## config.mk

```make
export PLATFORM = sky130hd
export DESIGN_NAME = toroidal_life_grid_with_hue_age_core
export DESIGN_NICKNAME = d
export VERILOG_FILES = /design/src/hdl/tlg_pkg.sv /design/src/hdl/tlg_cell_unit.sv /design/src/hdl/tlg_grid_store.sv /design/src/hdl/toroidal_life_grid_with_hue_age_core.sv
export SDC_FILE = /design/constraint.sdc
export NUM_CORES = 2
export LEC_CHECK = 0
export ABC_AREA = 1
export BUFFER_PORTS_ARGS = -buffer_cell sky130_fd_sc_hd__buf_2
export CAP_MARGIN = 10
export CORE_MARGIN = 1
export CORE_UTILIZATION = 33
export DETAILED_ROUTE_END_ITERATION = 12
export MAX_ROUTING_LAYER = met4
export SLEW_MARGIN = 20
export SYNTH_ARGS = -nofsm -noshare
export SYNTH_HDL_FRONTEND = slang
export SYNTH_SLANG_ARGS = --single-unit
```

## constraint.sdc

```tcl
create_clock -name clk -period 21.2 [get_ports clk]
set_input_delay 3.18 -clock clk [delete_from_list [all_inputs] [get_ports clk]]
set_output_delay 3.18 -clock clk [all_outputs]
set_load 0.05 [all_outputs]
```

## src/hdl/tlg_pkg.sv

```systemverilog
`timescale 1ns / 1ps
`default_nettype none
// ----------------------------------------------------------------------------
// tlg_pkg
// Shared types, sizes and codes for the toroidal life grid with hue and age.
// ----------------------------------------------------------------------------
package tlg_pkg;

    localparam int MAX_ROWS  = 8;
    localparam int MAX_COLS  = 32;
    localparam int CELLS     = MAX_ROWS * MAX_COLS;

    localparam int ROW_W     = (MAX_ROWS > 1) ? $clog2(MAX_ROWS) : 1;
    localparam int COL_W     = (MAX_COLS > 1) ? $clog2(MAX_COLS) : 1;
    localparam int CELL_W    = (CELLS > 1) ? $clog2(CELLS) : 1;
    localparam int ROW_CNT_W = $clog2(MAX_ROWS + 1);
    localparam int COL_CNT_W = $clog2(MAX_COLS + 1);

    localparam int FUNC_W     = 2;
    localparam int IN_ROW_W   = 3;
    localparam int IN_COL_W   = 5;
    localparam int HUE_W      = 8;
    localparam int CHG_W      = 9;
    localparam int NBR_W      = 4;
    localparam int CFG_IDX_W  = 2;
    localparam int CFG_DATA_W = 8;
    localparam int CFG_ROWS_W = 4;
    localparam int CFG_COLS_W = 6;

    localparam int ROW_CMP_W = (ROW_CNT_W > CFG_ROWS_W) ? ROW_CNT_W : CFG_ROWS_W;
    localparam int COL_CMP_W = (COL_CNT_W > CFG_COLS_W) ? COL_CNT_W : CFG_COLS_W;

    localparam logic [NBR_W-1:0] BIRTH_COUNT = NBR_W'(3);
    localparam logic [NBR_W-1:0] KEEP_COUNT  = NBR_W'(2);
    localparam int MIN_DIM = 3;

    localparam logic [CFG_ROWS_W-1:0] ROWS_RESET = CFG_ROWS_W'(8);
    localparam logic [CFG_COLS_W-1:0] COLS_RESET = CFG_COLS_W'(32);

    localparam logic [FUNC_W-1:0] FUNC_LOAD    = 2'd0;
    localparam logic [FUNC_W-1:0] FUNC_STEP    = 2'd1;
    localparam logic [FUNC_W-1:0] FUNC_READ    = 2'd2;
    localparam logic [FUNC_W-1:0] FUNC_RESTART = 2'd3;

    localparam logic [CFG_IDX_W-1:0] CFG_BASE_HUE  = 2'd0;
    localparam logic [CFG_IDX_W-1:0] CFG_ROWS_USED = 2'd1;
    localparam logic [CFG_IDX_W-1:0] CFG_COLS_USED = 2'd2;

    typedef logic [MAX_COLS-1:0] grid_row_t;

    typedef struct packed {
        logic [FUNC_W-1:0]   func;
        logic [IN_ROW_W-1:0] row;
        logic [IN_COL_W-1:0] col;
        logic                alive_in;
    } cmd_t;

    typedef struct packed {
        logic             alive_out;
        logic [HUE_W-1:0] hue_out;
        logic [CHG_W-1:0] changed_count;
        logic             stable;
    } res_t;

    typedef struct packed {
        logic              row_re;
        logic [ROW_W-1:0]  row_raddr;
        logic              row_we;
        logic [ROW_W-1:0]  row_waddr;
        grid_row_t         row_wdata;
        logic              hue_re;
        logic              hue_we;
        logic [CELL_W-1:0] hue_addr;
        logic [HUE_W-1:0]  hue_wdata;
    } store_cmd_t;

    typedef struct packed {
        logic next_alive;
        logic changed;
        logic hue_we;
        logic hue_born;
    } cell_res_t;

    function automatic logic [CELL_W-1:0] cell_addr(input logic [ROW_W-1:0] r,
                                                    input logic [COL_W-1:0] c);
        return CELL_W'(int'(r) * MAX_COLS + int'(c));
    endfunction

endpackage
`default_nettype wire

```

## src/hdl/tlg_cell_unit.sv

```systemverilog
`timescale 1ns / 1ps
`default_nettype none
// ----------------------------------------------------------------------------
// tlg_cell_unit
// Neighbor count and life rule for one cell of a three-row window.
// ----------------------------------------------------------------------------
module tlg_cell_unit
    import tlg_pkg::*;
(
    input  grid_row_t              up_row,
    input  grid_row_t              cur_row,
    input  grid_row_t              dn_row,
    input  logic [COL_W-1:0]       col,
    input  logic [COL_CNT_W-1:0]   ncols,
    output cell_res_t              res
);

    logic [COL_W-1:0] cm;
    logic [COL_W-1:0] cp;
    logic [COL_W-1:0] last_col;
    logic [NBR_W-1:0] nbrs;
    logic             alive;

    assign last_col = COL_W'(ncols - COL_CNT_W'(1));
    assign cm       = (col == '0) ? last_col : col - COL_W'(1);
    assign cp       = (col == last_col) ? '0 : col + COL_W'(1);
    assign alive    = cur_row[col];

    assign nbrs = NBR_W'(up_row[cm]) + NBR_W'(up_row[col]) + NBR_W'(up_row[cp])
                + NBR_W'(cur_row[cm]) + NBR_W'(cur_row[cp])
                + NBR_W'(dn_row[cm]) + NBR_W'(dn_row[col]) + NBR_W'(dn_row[cp]);

    always_comb
    begin
        res = '0;
        if (nbrs == BIRTH_COUNT)
        begin
            res.next_alive = 1'b1;
            res.hue_we     = !alive;
            res.hue_born   = 1'b1;
        end
        else if (nbrs == KEEP_COUNT)
        begin
            res.next_alive = alive;
        end
        else
        begin
            res.next_alive = 1'b0;
            res.hue_we     = 1'b1;
        end
        res.changed = res.next_alive != alive;
    end

endmodule
`default_nettype wire

```

## src/hdl/tlg_grid_store.sv

```systemverilog
`timescale 1ns / 1ps
`default_nettype none
// ----------------------------------------------------------------------------
// tlg_grid_store
// Row-wide alive memory and per-cell hue memory with reset valid bits.
// ----------------------------------------------------------------------------
module tlg_grid_store
    import tlg_pkg::*;
(
    input  logic             clk,
    input  logic             rst_n,
    input  store_cmd_t       cmd,
    output grid_row_t        row_rdata,
    output logic [HUE_W-1:0] hue_rdata
);

    grid_row_t         row_mem [MAX_ROWS];
    logic [HUE_W-1:0]  hue_mem [CELLS];

    logic [MAX_ROWS-1:0] row_vld_reg;
    logic [CELLS-1:0]    hue_vld_reg;
    grid_row_t           row_q_reg;
    logic                row_q_vld_reg;
    logic [HUE_W-1:0]    hue_q_reg;
    logic                hue_q_vld_reg;

    always_ff @(posedge clk)
    begin
        if (cmd.row_we)
        begin
            row_mem[cmd.row_waddr] <= cmd.row_wdata;
        end
        if (cmd.row_re)
        begin
            row_q_reg <= row_mem[cmd.row_raddr];
        end
        if (cmd.hue_we)
        begin
            hue_mem[cmd.hue_addr] <= cmd.hue_wdata;
        end
        if (cmd.hue_re)
        begin
            hue_q_reg <= hue_mem[cmd.hue_addr];
        end
    end

    always_ff @(posedge clk or negedge rst_n)
    begin
        if (!rst_n)
        begin
            row_vld_reg   <= '0;
            hue_vld_reg   <= '0;
            row_q_vld_reg <= 1'b0;
            hue_q_vld_reg <= 1'b0;
        end
        else
        begin
            if (cmd.row_we)
            begin
                row_vld_reg[cmd.row_waddr] <= 1'b1;
            end
            if (cmd.row_re)
            begin
                row_q_vld_reg <= row_vld_reg[cmd.row_raddr];
            end
            if (cmd.hue_we)
            begin
                hue_vld_reg[cmd.hue_addr] <= 1'b1;
            end
            if (cmd.hue_re)
            begin
                hue_q_vld_reg <= hue_vld_reg[cmd.hue_addr];
            end
        end
    end

    assign row_rdata = row_q_vld_reg ? row_q_reg : '0;
    assign hue_rdata = hue_q_vld_reg ? hue_q_reg : '0;

endmodule
`default_nettype wire

```

## src/hdl/toroidal_life_grid_with_hue_age_core.sv

```systemverilog
`timescale 1ns / 1ps
`default_nettype none
// ----------------------------------------------------------------------------
// toroidal_life_grid_with_hue_age_core
// Toroidal life grid with per-cell hue, evaluated one cell per cycle along each row during a step.
// ----------------------------------------------------------------------------
// one cell rule evaluation per cycle along a row over a three-row window; one memory row
// read and one row write per cycle bound the row turnaround
// one transaction in flight; the next is taken once the result is registered
// reset: grid dead, hues zero, counter zero; no clearing pass is needed
module toroidal_life_grid_with_hue_age_core
    import tlg_pkg::*;
(
    input  logic                  clk,
    input  logic                  rst_n,
    input  logic                  cmd_valid,
    output logic                  cmd_stall,
    input  cmd_t                  cmd,
    output logic                  res_valid,
    input  logic                  res_stall,
    output res_t                  res,
    input  logic                  cfg_valid,
    output logic                  cfg_ready,
    input  logic [CFG_IDX_W-1:0]  cfg_index,
    input  logic [CFG_DATA_W-1:0] cfg_data
);

    localparam logic [3:0] S_IDLE      = 4'd0;
    localparam logic [3:0] S_LD_RD     = 4'd1;
    localparam logic [3:0] S_LD_WR     = 4'd2;
    localparam logic [3:0] S_RD_RD     = 4'd3;
    localparam logic [3:0] S_RD_DATA   = 4'd4;
    localparam logic [3:0] S_G_START   = 4'd5;
    localparam logic [3:0] S_G_RD0     = 4'd6;
    localparam logic [3:0] S_G_RD1     = 4'd7;
    localparam logic [3:0] S_G_LOAD_DN = 4'd8;
    localparam logic [3:0] S_G_CELL    = 4'd9;
    localparam logic [3:0] S_G_ROW_END = 4'd10;
    localparam logic [3:0] S_FIN       = 4'd11;

    logic [3:0]            state_reg,    state_next;
    cmd_t                  req_reg,      req_next;
    res_t                  acc_reg,      acc_next;
    res_t                  out_reg,      out_next;
    logic                  out_valid_reg, out_valid_next;
    logic [HUE_W-1:0]      gen_reg,      gen_next;
    logic [HUE_W-1:0]      born_reg,     born_next;
    logic [CHG_W-1:0]      changed_reg,  changed_next;
    logic [ROW_W-1:0]      row_reg,      row_next;
    logic [COL_W-1:0]      col_reg,      col_next;
    grid_row_t             up_reg,       up_next;
    grid_row_t             cur_reg,      cur_next;
    grid_row_t             dn_reg,       dn_next;
    grid_row_t             row0_reg,     row0_next;
    grid_row_t             nrow_reg,     nrow_next;
    logic                  dn_wrap_reg,  dn_wrap_next;

    logic [HUE_W-1:0]      base_hue_reg;
    logic [CFG_ROWS_W-1:0] rows_used_reg;
    logic [CFG_COLS_W-1:0] cols_used_reg;

    logic [ROW_CNT_W-1:0]  nrows;
    logic [COL_CNT_W-1:0]  ncols;
    logic                  accept;
    logic                  cmd_inside;
    logic                  out_free;
    logic [ROW_W-1:0]      req_row;
    logic [COL_W-1:0]      req_col;
    logic [ROW_CNT_W-1:0]  row_p2;

    store_cmd_t            scmd;
    grid_row_t             row_rdata;
    logic [HUE_W-1:0]      hue_rdata;
    cell_res_t             rule_res;

    function automatic logic [ROW_CNT_W-1:0] clamp_rows(input logic [CFG_ROWS_W-1:0] v);
        logic [ROW_CMP_W-1:0] x;
        x = ROW_CMP_W'(v);
        if (x < ROW_CMP_W'(MIN_DIM))
        begin
            x = ROW_CMP_W'(MIN_DIM);
        end
        if (x > ROW_CMP_W'(MAX_ROWS))
        begin
            x = ROW_CMP_W'(MAX_ROWS);
        end
        return ROW_CNT_W'(x);
    endfunction

    function automatic logic [COL_CNT_W-1:0] clamp_cols(input logic [CFG_COLS_W-1:0] v);
        logic [COL_CMP_W-1:0] x;
        x = COL_CMP_W'(v);
        if (x < COL_CMP_W'(MIN_DIM))
        begin
            x = COL_CMP_W'(MIN_DIM);
        end
        if (x > COL_CMP_W'(MAX_COLS))
        begin
            x = COL_CMP_W'(MAX_COLS);
        end
        return COL_CNT_W'(x);
    endfunction

    assign nrows      = clamp_rows(rows_used_reg);
    assign ncols      = clamp_cols(cols_used_reg);
    assign cmd_stall  = state_reg != S_IDLE;
    assign accept     = cmd_valid && !cmd_stall;
    assign cmd_inside = (ROW_CMP_W'(cmd.row) < ROW_CMP_W'(nrows))
                     && (COL_CMP_W'(cmd.col) < COL_CMP_W'(ncols));
    assign out_free   = !out_valid_reg || !res_stall;
    assign req_row    = ROW_W'(req_reg.row);
    assign req_col    = COL_W'(req_reg.col);
    assign row_p2     = ROW_CNT_W'(row_reg) + ROW_CNT_W'(2);

    assign cfg_ready  = 1'b1;
    assign res_valid  = out_valid_reg;
    assign res        = out_reg;

    tlg_grid_store u_store (
        .clk       (clk),
        .rst_n     (rst_n),
        .cmd       (scmd),
        .row_rdata (row_rdata),
        .hue_rdata (hue_rdata)
    );

    tlg_cell_unit u_cell (
        .up_row  (up_reg),
        .cur_row (cur_reg),
        .dn_row  (dn_reg),
        .col     (col_reg),
        .ncols   (ncols),
        .res     (rule_res)
    );

    always_comb
    begin
        grid_row_t ld_row;
        state_next     = state_reg;
        req_next       = req_reg;
        acc_next       = acc_reg;
        out_next       = out_reg;
        out_valid_next = out_valid_reg;
        gen_next       = gen_reg;
        born_next      = born_reg;
        changed_next   = changed_reg;
        row_next       = row_reg;
        col_next       = col_reg;
        up_next        = up_reg;
        cur_next       = cur_reg;
        dn_next        = dn_reg;
        row0_next      = row0_reg;
        nrow_next      = nrow_reg;
        dn_wrap_next   = dn_wrap_reg;
        scmd           = '0;
        ld_row         = row_rdata;

        if (out_valid_reg && !res_stall)
        begin
            out_valid_next = 1'b0;
        end

        case (state_reg)
            S_IDLE:
            begin
                if (accept)
                begin
                    req_next = cmd;
                    acc_next = '0;
                    case (cmd.func)
                        FUNC_LOAD:    state_next = cmd_inside ? S_LD_RD : S_FIN;
                        FUNC_STEP:    state_next = S_G_START;
                        FUNC_READ:    state_next = cmd_inside ? S_RD_RD : S_FIN;
                        FUNC_RESTART:
                        begin
                            gen_next   = base_hue_reg;
                            state_next = S_FIN;
                        end
                        default:      state_next = S_FIN;
                    endcase
                end
            end
            S_LD_RD:
            begin
                scmd.row_re    = 1'b1;
                scmd.row_raddr = req_row;
                state_next     = S_LD_WR;
            end
            S_LD_WR:
            begin
                ld_row[req_col] = req_reg.alive_in;
                scmd.row_we     = 1'b1;
                scmd.row_waddr  = req_row;
                scmd.row_wdata  = ld_row;
                scmd.hue_we     = 1'b1;
                scmd.hue_addr   = cell_addr(req_row, req_col);
                scmd.hue_wdata  = base_hue_reg;
                state_next      = S_FIN;
            end
            S_RD_RD:
            begin
                scmd.row_re    = 1'b1;
                scmd.row_raddr = req_row;
                scmd.hue_re    = 1'b1;
                scmd.hue_addr  = cell_addr(req_row, req_col);
                state_next     = S_RD_DATA;
            end
            S_RD_DATA:
            begin
                acc_next.alive_out = row_rdata[req_col];
                acc_next.hue_out   = hue_rdata;
                state_next         = S_FIN;
            end
            S_G_START:
            begin
                scmd.row_re    = 1'b1;
                scmd.row_raddr = ROW_W'(nrows - ROW_CNT_W'(1));
                born_next      = base_hue_reg + gen_reg;
                changed_next   = '0;
                row_next       = '0;
                state_next     = S_G_RD0;
            end
            S_G_RD0:
            begin
                up_next        = row_rdata;
                scmd.row_re    = 1'b1;
                scmd.row_raddr = '0;
                state_next     = S_G_RD1;
            end
            S_G_RD1:
            begin
                cur_next       = row_rdata;
                row0_next      = row_rdata;
                nrow_next      = row_rdata;
                scmd.row_re    = 1'b1;
                scmd.row_raddr = ROW_W'(1);
                dn_wrap_next   = 1'b0;
                state_next     = S_G_LOAD_DN;
            end
            S_G_LOAD_DN:
            begin
                dn_next    = dn_wrap_reg ? row0_reg : row_rdata;
                col_next   = '0;
                state_next = S_G_CELL;
            end
            S_G_CELL:
            begin
                nrow_next[col_reg] = rule_res.next_alive;
                if (rule_res.changed && (changed_reg != '1))
                begin
                    changed_next = changed_reg + CHG_W'(1);
                end
                scmd.hue_we    = rule_res.hue_we;
                scmd.hue_addr  = cell_addr(row_reg, col_reg);
                scmd.hue_wdata = rule_res.hue_born ? born_reg : base_hue_reg;
                if (COL_CNT_W'(col_reg) == ncols - COL_CNT_W'(1))
                begin
                    state_next = S_G_ROW_END;
                end
                else
                begin
                    col_next = col_reg + COL_W'(1);
                end
            end
            S_G_ROW_END:
            begin
                scmd.row_we    = 1'b1;
                scmd.row_waddr = row_reg;
                scmd.row_wdata = nrow_reg;
                up_next        = cur_reg;
                cur_next       = dn_reg;
                nrow_next      = dn_reg;
                if (ROW_CNT_W'(row_reg) == nrows - ROW_CNT_W'(1))
                begin
                    acc_next.changed_count = changed_reg;
                    acc_next.stable        = changed_reg == '0;
                    gen_next               = gen_reg + HUE_W'(1);
                    state_next             = S_FIN;
                end
                else
                begin
                    row_next       = row_reg + ROW_W'(1);
                    dn_wrap_next   = row_p2 == nrows;
                    scmd.row_re    = row_p2 != nrows;
                    scmd.row_raddr = ROW_W'(row_p2);
                    state_next     = S_G_LOAD_DN;
                end
            end
            S_FIN:
            begin
                if (out_free)
                begin
                    out_next       = acc_reg;
                    out_valid_next = 1'b1;
                    state_next     = S_IDLE;
                end
            end
            default:
            begin
                state_next = S_IDLE;
            end
        endcase
    end

    always_ff @(posedge clk or negedge rst_n)
    begin
        if (!rst_n)
        begin
            state_reg     <= S_IDLE;
            out_valid_reg <= 1'b0;
            gen_reg       <= '0;
        end
        else
        begin
            state_reg     <= state_next;
            out_valid_reg <= out_valid_next;
            gen_reg       <= gen_next;
        end
    end

    always_ff @(posedge clk)
    begin
        req_reg     <= req_next;
        acc_reg     <= acc_next;
        out_reg     <= out_next;
        born_reg    <= born_next;
        changed_reg <= changed_next;
        row_reg     <= row_next;
        col_reg     <= col_next;
        up_reg      <= up_next;
        cur_reg     <= cur_next;
        dn_reg      <= dn_next;
        row0_reg    <= row0_next;
        nrow_reg    <= nrow_next;
        dn_wrap_reg <= dn_wrap_next;
    end

    always_ff @(posedge clk or negedge rst_n)
    begin
        if (!rst_n)
        begin
            base_hue_reg  <= '0;
            rows_used_reg <= ROWS_RESET;
            cols_used_reg <= COLS_RESET;
        end
        else if (cfg_valid && cfg_ready)
        begin
            case (cfg_index)
                CFG_BASE_HUE:  base_hue_reg  <= cfg_data;
                CFG_ROWS_USED: rows_used_reg <= cfg_data[CFG_ROWS_W-1:0];
                CFG_COLS_USED: cols_used_reg <= cfg_data[CFG_COLS_W-1:0];
                default:       ;
            endcase
        end
    end

    a_stable_matches_count: assert property (@(posedge clk) disable iff (!rst_n)
        res_valid |-> (!res.stable || (res.changed_count == '0)))
        else $error("stable flag set with nonzero changed count");

    a_busy_after_accept: assert property (@(posedge clk) disable iff (!rst_n)
        (cmd_valid && !cmd_stall) |=> cmd_stall)
        else $error("transaction accepted without going busy");

    a_col_in_range: assert property (@(posedge clk) disable iff (!rst_n)
        (state_reg == S_G_CELL) |-> (COL_CNT_W'(col_reg) < ncols))
        else $error("cell column outside used area");

    a_row_in_range: assert property (@(posedge clk) disable iff (!rst_n)
        (state_reg == S_G_CELL) |-> (ROW_CNT_W'(row_reg) < nrows))
        else $error("cell row outside used area");

endmodule
`default_nettype wire

```

# Yosys cells after proc, flatten, opt, wreduce, memory -nomap -nowiden
# Memories as Yosys holds them, arrays and structs flattened. A register that Yosys moved wholly into a read port is not among the register bits.
# Cells that the tools add are included.
# W data, S select, Z words.
# word_totals
register_bits	530
ramBits	2304
input_bits	26
output_inout_bits	22
wordCells	236
n_memories	2
# op_classes
addsub	18
order_cmp	17
n_eq_ne	33
muxes	90
n_bitwise	2
n_reduce_logical	43
# mem_list
memory	depth	word_bits	rd	rd_ports_with_merged_regs	write_ports	line	rtl
u_store.hue_mem	256	8	1	1	1	tlg_grid_store.sv:18	logic [HUE_W-1:0] hue_mem [CELLS];
u_store.row_mem	8	32	1	1	1	tlg_grid_store.sv:17	grid_row_t row_mem [MAX_ROWS];
# op_table
op	count
$or A256 B256 Y256	1
$pmux W32 S2	2
$pmux W32 S3	1
$pmux W36 S2	1
$bwmux W32	2
$mux W32	2
$bmux W1 S5	10
$pmux W8 S2	3
$pmux W4 S11	1
$mux W8	5
$pmux W9 S2	2
$mux W4	8
$mux W1	30
$add A4 B1 Y4	6
$lt A5 B6 Y1 const B	4
$pmux W10 S2	1
$pmux W4 S5	1
$reduce_and A2 Y1	10
$mux W19	1
$add A8 B5 Y8	2
$eq A4 B2 Y1 const B	4
$eq A4 B3 Y1 const B	4
$eq A4 B4 Y1 const B	4
$pmux W4 S4	1
61 further kinds	97

# Depth between registers and ports, before layout
# logic_depth
ltp_word	22
ltp_mapped	37
mapped_depth_nobuf	34

# Hierarchy
# Synthesis repeated with hierarchy kept, for this count alone.
# unflattened
hier_cells	9621
hier_area_um2	117457.7
# modules_own_cells
module	instances	cells_each	area_per_inst_um2	seq_area_each_um2
tlg_grid_store	1	7485	100642.8	77043.9
toroidal_life_grid_with_hue_age_core	1	1445	13380.3	7775.0
tlg_cell_unit	1	691	3434.5	0.0

# Worst setup path before layout
# OpenSTA, ideal clock, no wires.
# synth_path
kind	register to register
start	register col_reg[0]
end	memory u_store.hue_mem[0][4], data pin
setup_time_ns	2.188
arrival_ns	15.999
t_required_ns	19.012
path_slack_ns	3.013
path_stages_with_launch	34
path_buffers	6
period_less_slack_ns	18.187
cell_sequence	edfxtp_1 > buf_2 > clkbuf_1 > inv_1 > clkbuf_1 > clkbuf_1 > ha_1 > clkinv_1 > nor2_4 > inv_1 > or2_2 > o21ai_2 > inv_1 > clkbuf_1 > nand3_1 > nand3_1 > nand3_1 > nand3_1 > o21ai_0 > ha_1 > inv_1 > fa_1 > fa_1 > fa_1 > fa_1 > a31oi_1 > a21oi_1 > inv_1 > nor2_1 > inv_1 > nor2_1 > clkbuf_1 > o21a_1 > o21ai_0
# synth_lines
item	line	rtl
start: declaration	toroidal_life_grid_with_hue_age_core.sv:50	logic [COL_W-1:0] col_reg, col_next;
start signal: assignment	toroidal_life_grid_with_hue_age_core.sv:329	col_reg <= col_next;
end: declaration	tlg_grid_store.sv:18	

==> summary.md <==
| Metric | Value |
|---|---|
| Status | finished, violations left |
| Failing checks | DRC |
| Syn nets | between 9000 and 10000 |
| Adder-Cell Fraction of Synth Area | less than 1% |
| Initial DRC count | 9470 |
| Num CTS Buffers | between 200 and 300 |
| CP Data Arrival Time | about 12000 ps |
| P&R area growth vs syn | 12.8% |
| Routed vias | 76139 |
| Die area | between 300000 and 400000 sq um |
| Number of max-slew violations in the final report | 0 |
| Worst Slack Setup Final | roughly 10000 ps |
| Seq pwr share | a little under two fifths |
| Dpl ws | ~10000 ps |
| H-tree depth | 5 |
| Total negative slack | 0 ps |
| Starting density of the core | 33.2% |
| Worst skew pair latency | 890 ps |
| Port Buffers | 46 |
| PwrDens | between 150 and 200 nW/um^2 |
| Most common cell after layout, fill and taps aside | edfxtp_1 |
| Synthesized area | between 100000 and 150000 sq um |
| Finished Core Util | a little under two fifths |
| Main combinational cell family by area after synthesis | simple AND/OR/NAND/NOR gates |
| Switching share of power | 42.3% |
| Synth warn | 0 |
| Final WL | between 300 and 400 mm |
| First-pass GRT wire length | just over 500 mm |
| Vias in the first global route | about 74000 |
| Initial antenna violation count | 15 |
| Synth Area in Simple Gates | between 10 and 15% |
| Top cell by count, worst path | buf_4 |
| FMAX | around 89 MHz |
| Static leakage | roughly 48 nW |
| Synth Area in Compound Gates | 10.3% |
| Avg WL per Cell | 24.8 um |
| Worst Reg2Reg Path Length in Cells | 32 |
| Clock skew | 102 ps |
| Post-synthesis sequential area ratio | 73.0% |
| Num Clock Sinks | about 2900 |
| Die Ht | between 500 and 600 um |
| CTS Buffer Depth | 4 |
| Crit path max fanout | 79 |
| Critical Path RT | around 22000 ps |
| Crit end category | flop |
| Drt drc | 1 |
| Layout cell share with drive strength beyond 1 | between 10% and 20% |
| FFs w/ async S/R, synth | between 10 and 15% |
| P_int | approximately 14 mW |
| Max VDD drop | roughly 0.42 mV |
| Distinct cells, synth | between 40 and 50 |
| Fin area | 131000 sq um |
| Area of the core | around 350000 sq um |
| Post-CTS sizing | 0 |
| Top Ports | 48 |
| Fin. Hold Viols | 0 |
| Clock network fraction of total power | 21.7% |
| Period utilization | between 50% and 60% |
| Xor/xnor share of the synthesized area | less than 1% |
| Commonest cells after routing, fill and taps aside | edfxtp_1, nand2_1, a22oi_1 |
| Worst-Margin Slew | between 1000 and 1500 ps |
| DIE WIDTH | just under 600 um |
| GRT Overall Usage | between 15 and 20% |
| Largest net degree at the start of global routing | 157 |
| Slowest-stage cell, CP | buf_4 |
| Final #Nets | ~9200 |
| Synth Flop Type | edfxtp_1 |
| Clock root buffer | clkbuf_16 |
| Seq cells post-synth | between 2000 and 3000 |
| Max_cap viols | 0 |
| Gate Count Post-Synth | slightly above 9000 |
| Max reg flops | between 2000 and 2500 |
| Drt pass-1 iters | 10 |
| Mux contribution to synthesized area | 0% |
| Post-CTS setup buffers | 0 |
| Post-synth EDFFs | roughly 2600 |
| Routability cong. | around 0.95 |
| NetSw | around 10 mW |
| Grt ovf | 0 |
| Cell Rows | roughly 220 |
| Post-DRT Antenna Nets | 0 |
| Final setup vio count | 0 |
| Vias/cell | about 5.4 |
| Hpwl dp | ~210 mm |
| Worst Setup Start Kind | flop |
| Worst-path clk slew | ~70 ps |
| CTS tree | built |
| Mapped Avg Cell Area | 12.6 sq um |
| Crit path kind | flop to flop |
| Placed Instance Area | 121000 sq um |
| Crit path time final | roughly 11000 ps |
| HP Class | flop to flop |
| Relative slew slack | about a quarter |
| Hold depth | 0 |
| RSZ-0062 raised after global routing | no |
| Comb pwr share | between 40% and 50% |
| Hold-fix buffers, CTS | 0 |
| CP max stage delay | roughly 850 ps |
==> area by class of cell <==
| class | count | area [sq um] |
|---|---|---|
| multi-input combinational | 5496 | 28100 |
| inverter | 337 | 1290 |
| antenna | 10 | 25.0 |
| clock inverter | 148 | 1540 |
| fill | 32957 | 219000 |
| timing repair buffer | 183 | 1380 |
| sequential | 2874 | 84800 |
| clock buffer | 384 | 8160 |
| tap | 4599 | 5750 |
==> power groups by stage <==
| stage | Sequential (mW) | Clock, mW | Combinational, mW |
|---|---|---|---|
| final | 9.24 | 5.24 | 9.65 |
| after global routing | 9.27 | 5.50 | 10.3 |
| after CTS | 9.22 | 5.30 | 9.59 |
| after detailed placement | 9.34 | 0 | 9.56 |
| after global placement | 9.33 | 0 | 9.46 |
| after floorplan | 10.6 | 0 | 5.31 |
==> final timing paths <==
kind | startpoint | slack (ps) | to
max | col_reg[1] | 10000 | u_store.hue_mem[139][4]
max reg2reg | col_reg[1] | 10000 | u_store.hue_mem[139][4]
min | acc_reg[1] | 390 | res[1]
min reg2reg | acc_reg[1] | 390 | res[1]
min in group asynchronous | rst_n | 2320 | u_store.hue_vld_reg[170]
max in group asynchronous | rst_n | 16490 | u_store.hue_vld_reg[194]
==> through the flow <==
stage	hold WS, ps	power (mW)	std cells
global route	397	25.1	14028
detailed placement	405	18.9	13489
floorplan	400	15.9	9241
CTS	392	24.1	14021
finish	385	24.1	14031
global placement	405	18.8	13489
==> Yosys cell counts, types with 5 or more instances <==
cell	count	area, sq um
nand2_1	2125	7980
a22oi_1	999	7500
dfrtp_1	295	7380
clkinv_1	5	18.8
nand3_2	5	50.1
a221oi_1	7	61.3
a31oi_1	38	238
xor2_1	16	140
a32o_1	8	80.1
inv_1	325	1220
or2_1	32	200
o22ai_1	23	144
o2111ai_1	9	78.8
buf_4	13	97.6
ha_1	29	363
o21ai_1	20	100
o221ai_1	8	70.1
a21oi_1	115	576
buf_2	249	1250
nor3_1	126	631
inv_2	7	26.3
nand3_1	225	1130
clkbuf_1	228	856
o21ai_0	440	2200
nor2_1	810	3040
or2_0	6	37.5
edfxtp_1	2577	77400
or2_2	244	1530
fa_1	5	100
xnor2_1	7	61.3
nand4_1	67	419
buf_1	42	158
o211ai_1	107	803
==> cells by family (layout without fill, tap and decap cells) <==
logic type	Yosys count	in the layout
xor+xnor	23	23
compound gates	1785	1785
buf+inv	871	1052
flops	2874	2874
simple gates	3653	3653
other cells	1	11
fa+ha+maj	34	34
==> worst max-delay path: cells and delay by family, from the launching register on <==
kind	cells	cell delay (ps)
buffers and inverters	12	4880
AND/OR/NAND/NOR	10	2450
flip-flops	1	700
adder cells (fa/ha/maj)	6	2400
AO/OA/AOI/OAI	4	430
==> metal layers <==
layer  wire [um]  GRT usage [%]
met1      147000           27.1
met2      159000           29.7
met3       31600           3.20
met4       10300           5.60
met5           0              -
(Power assumes the default switching activity.)
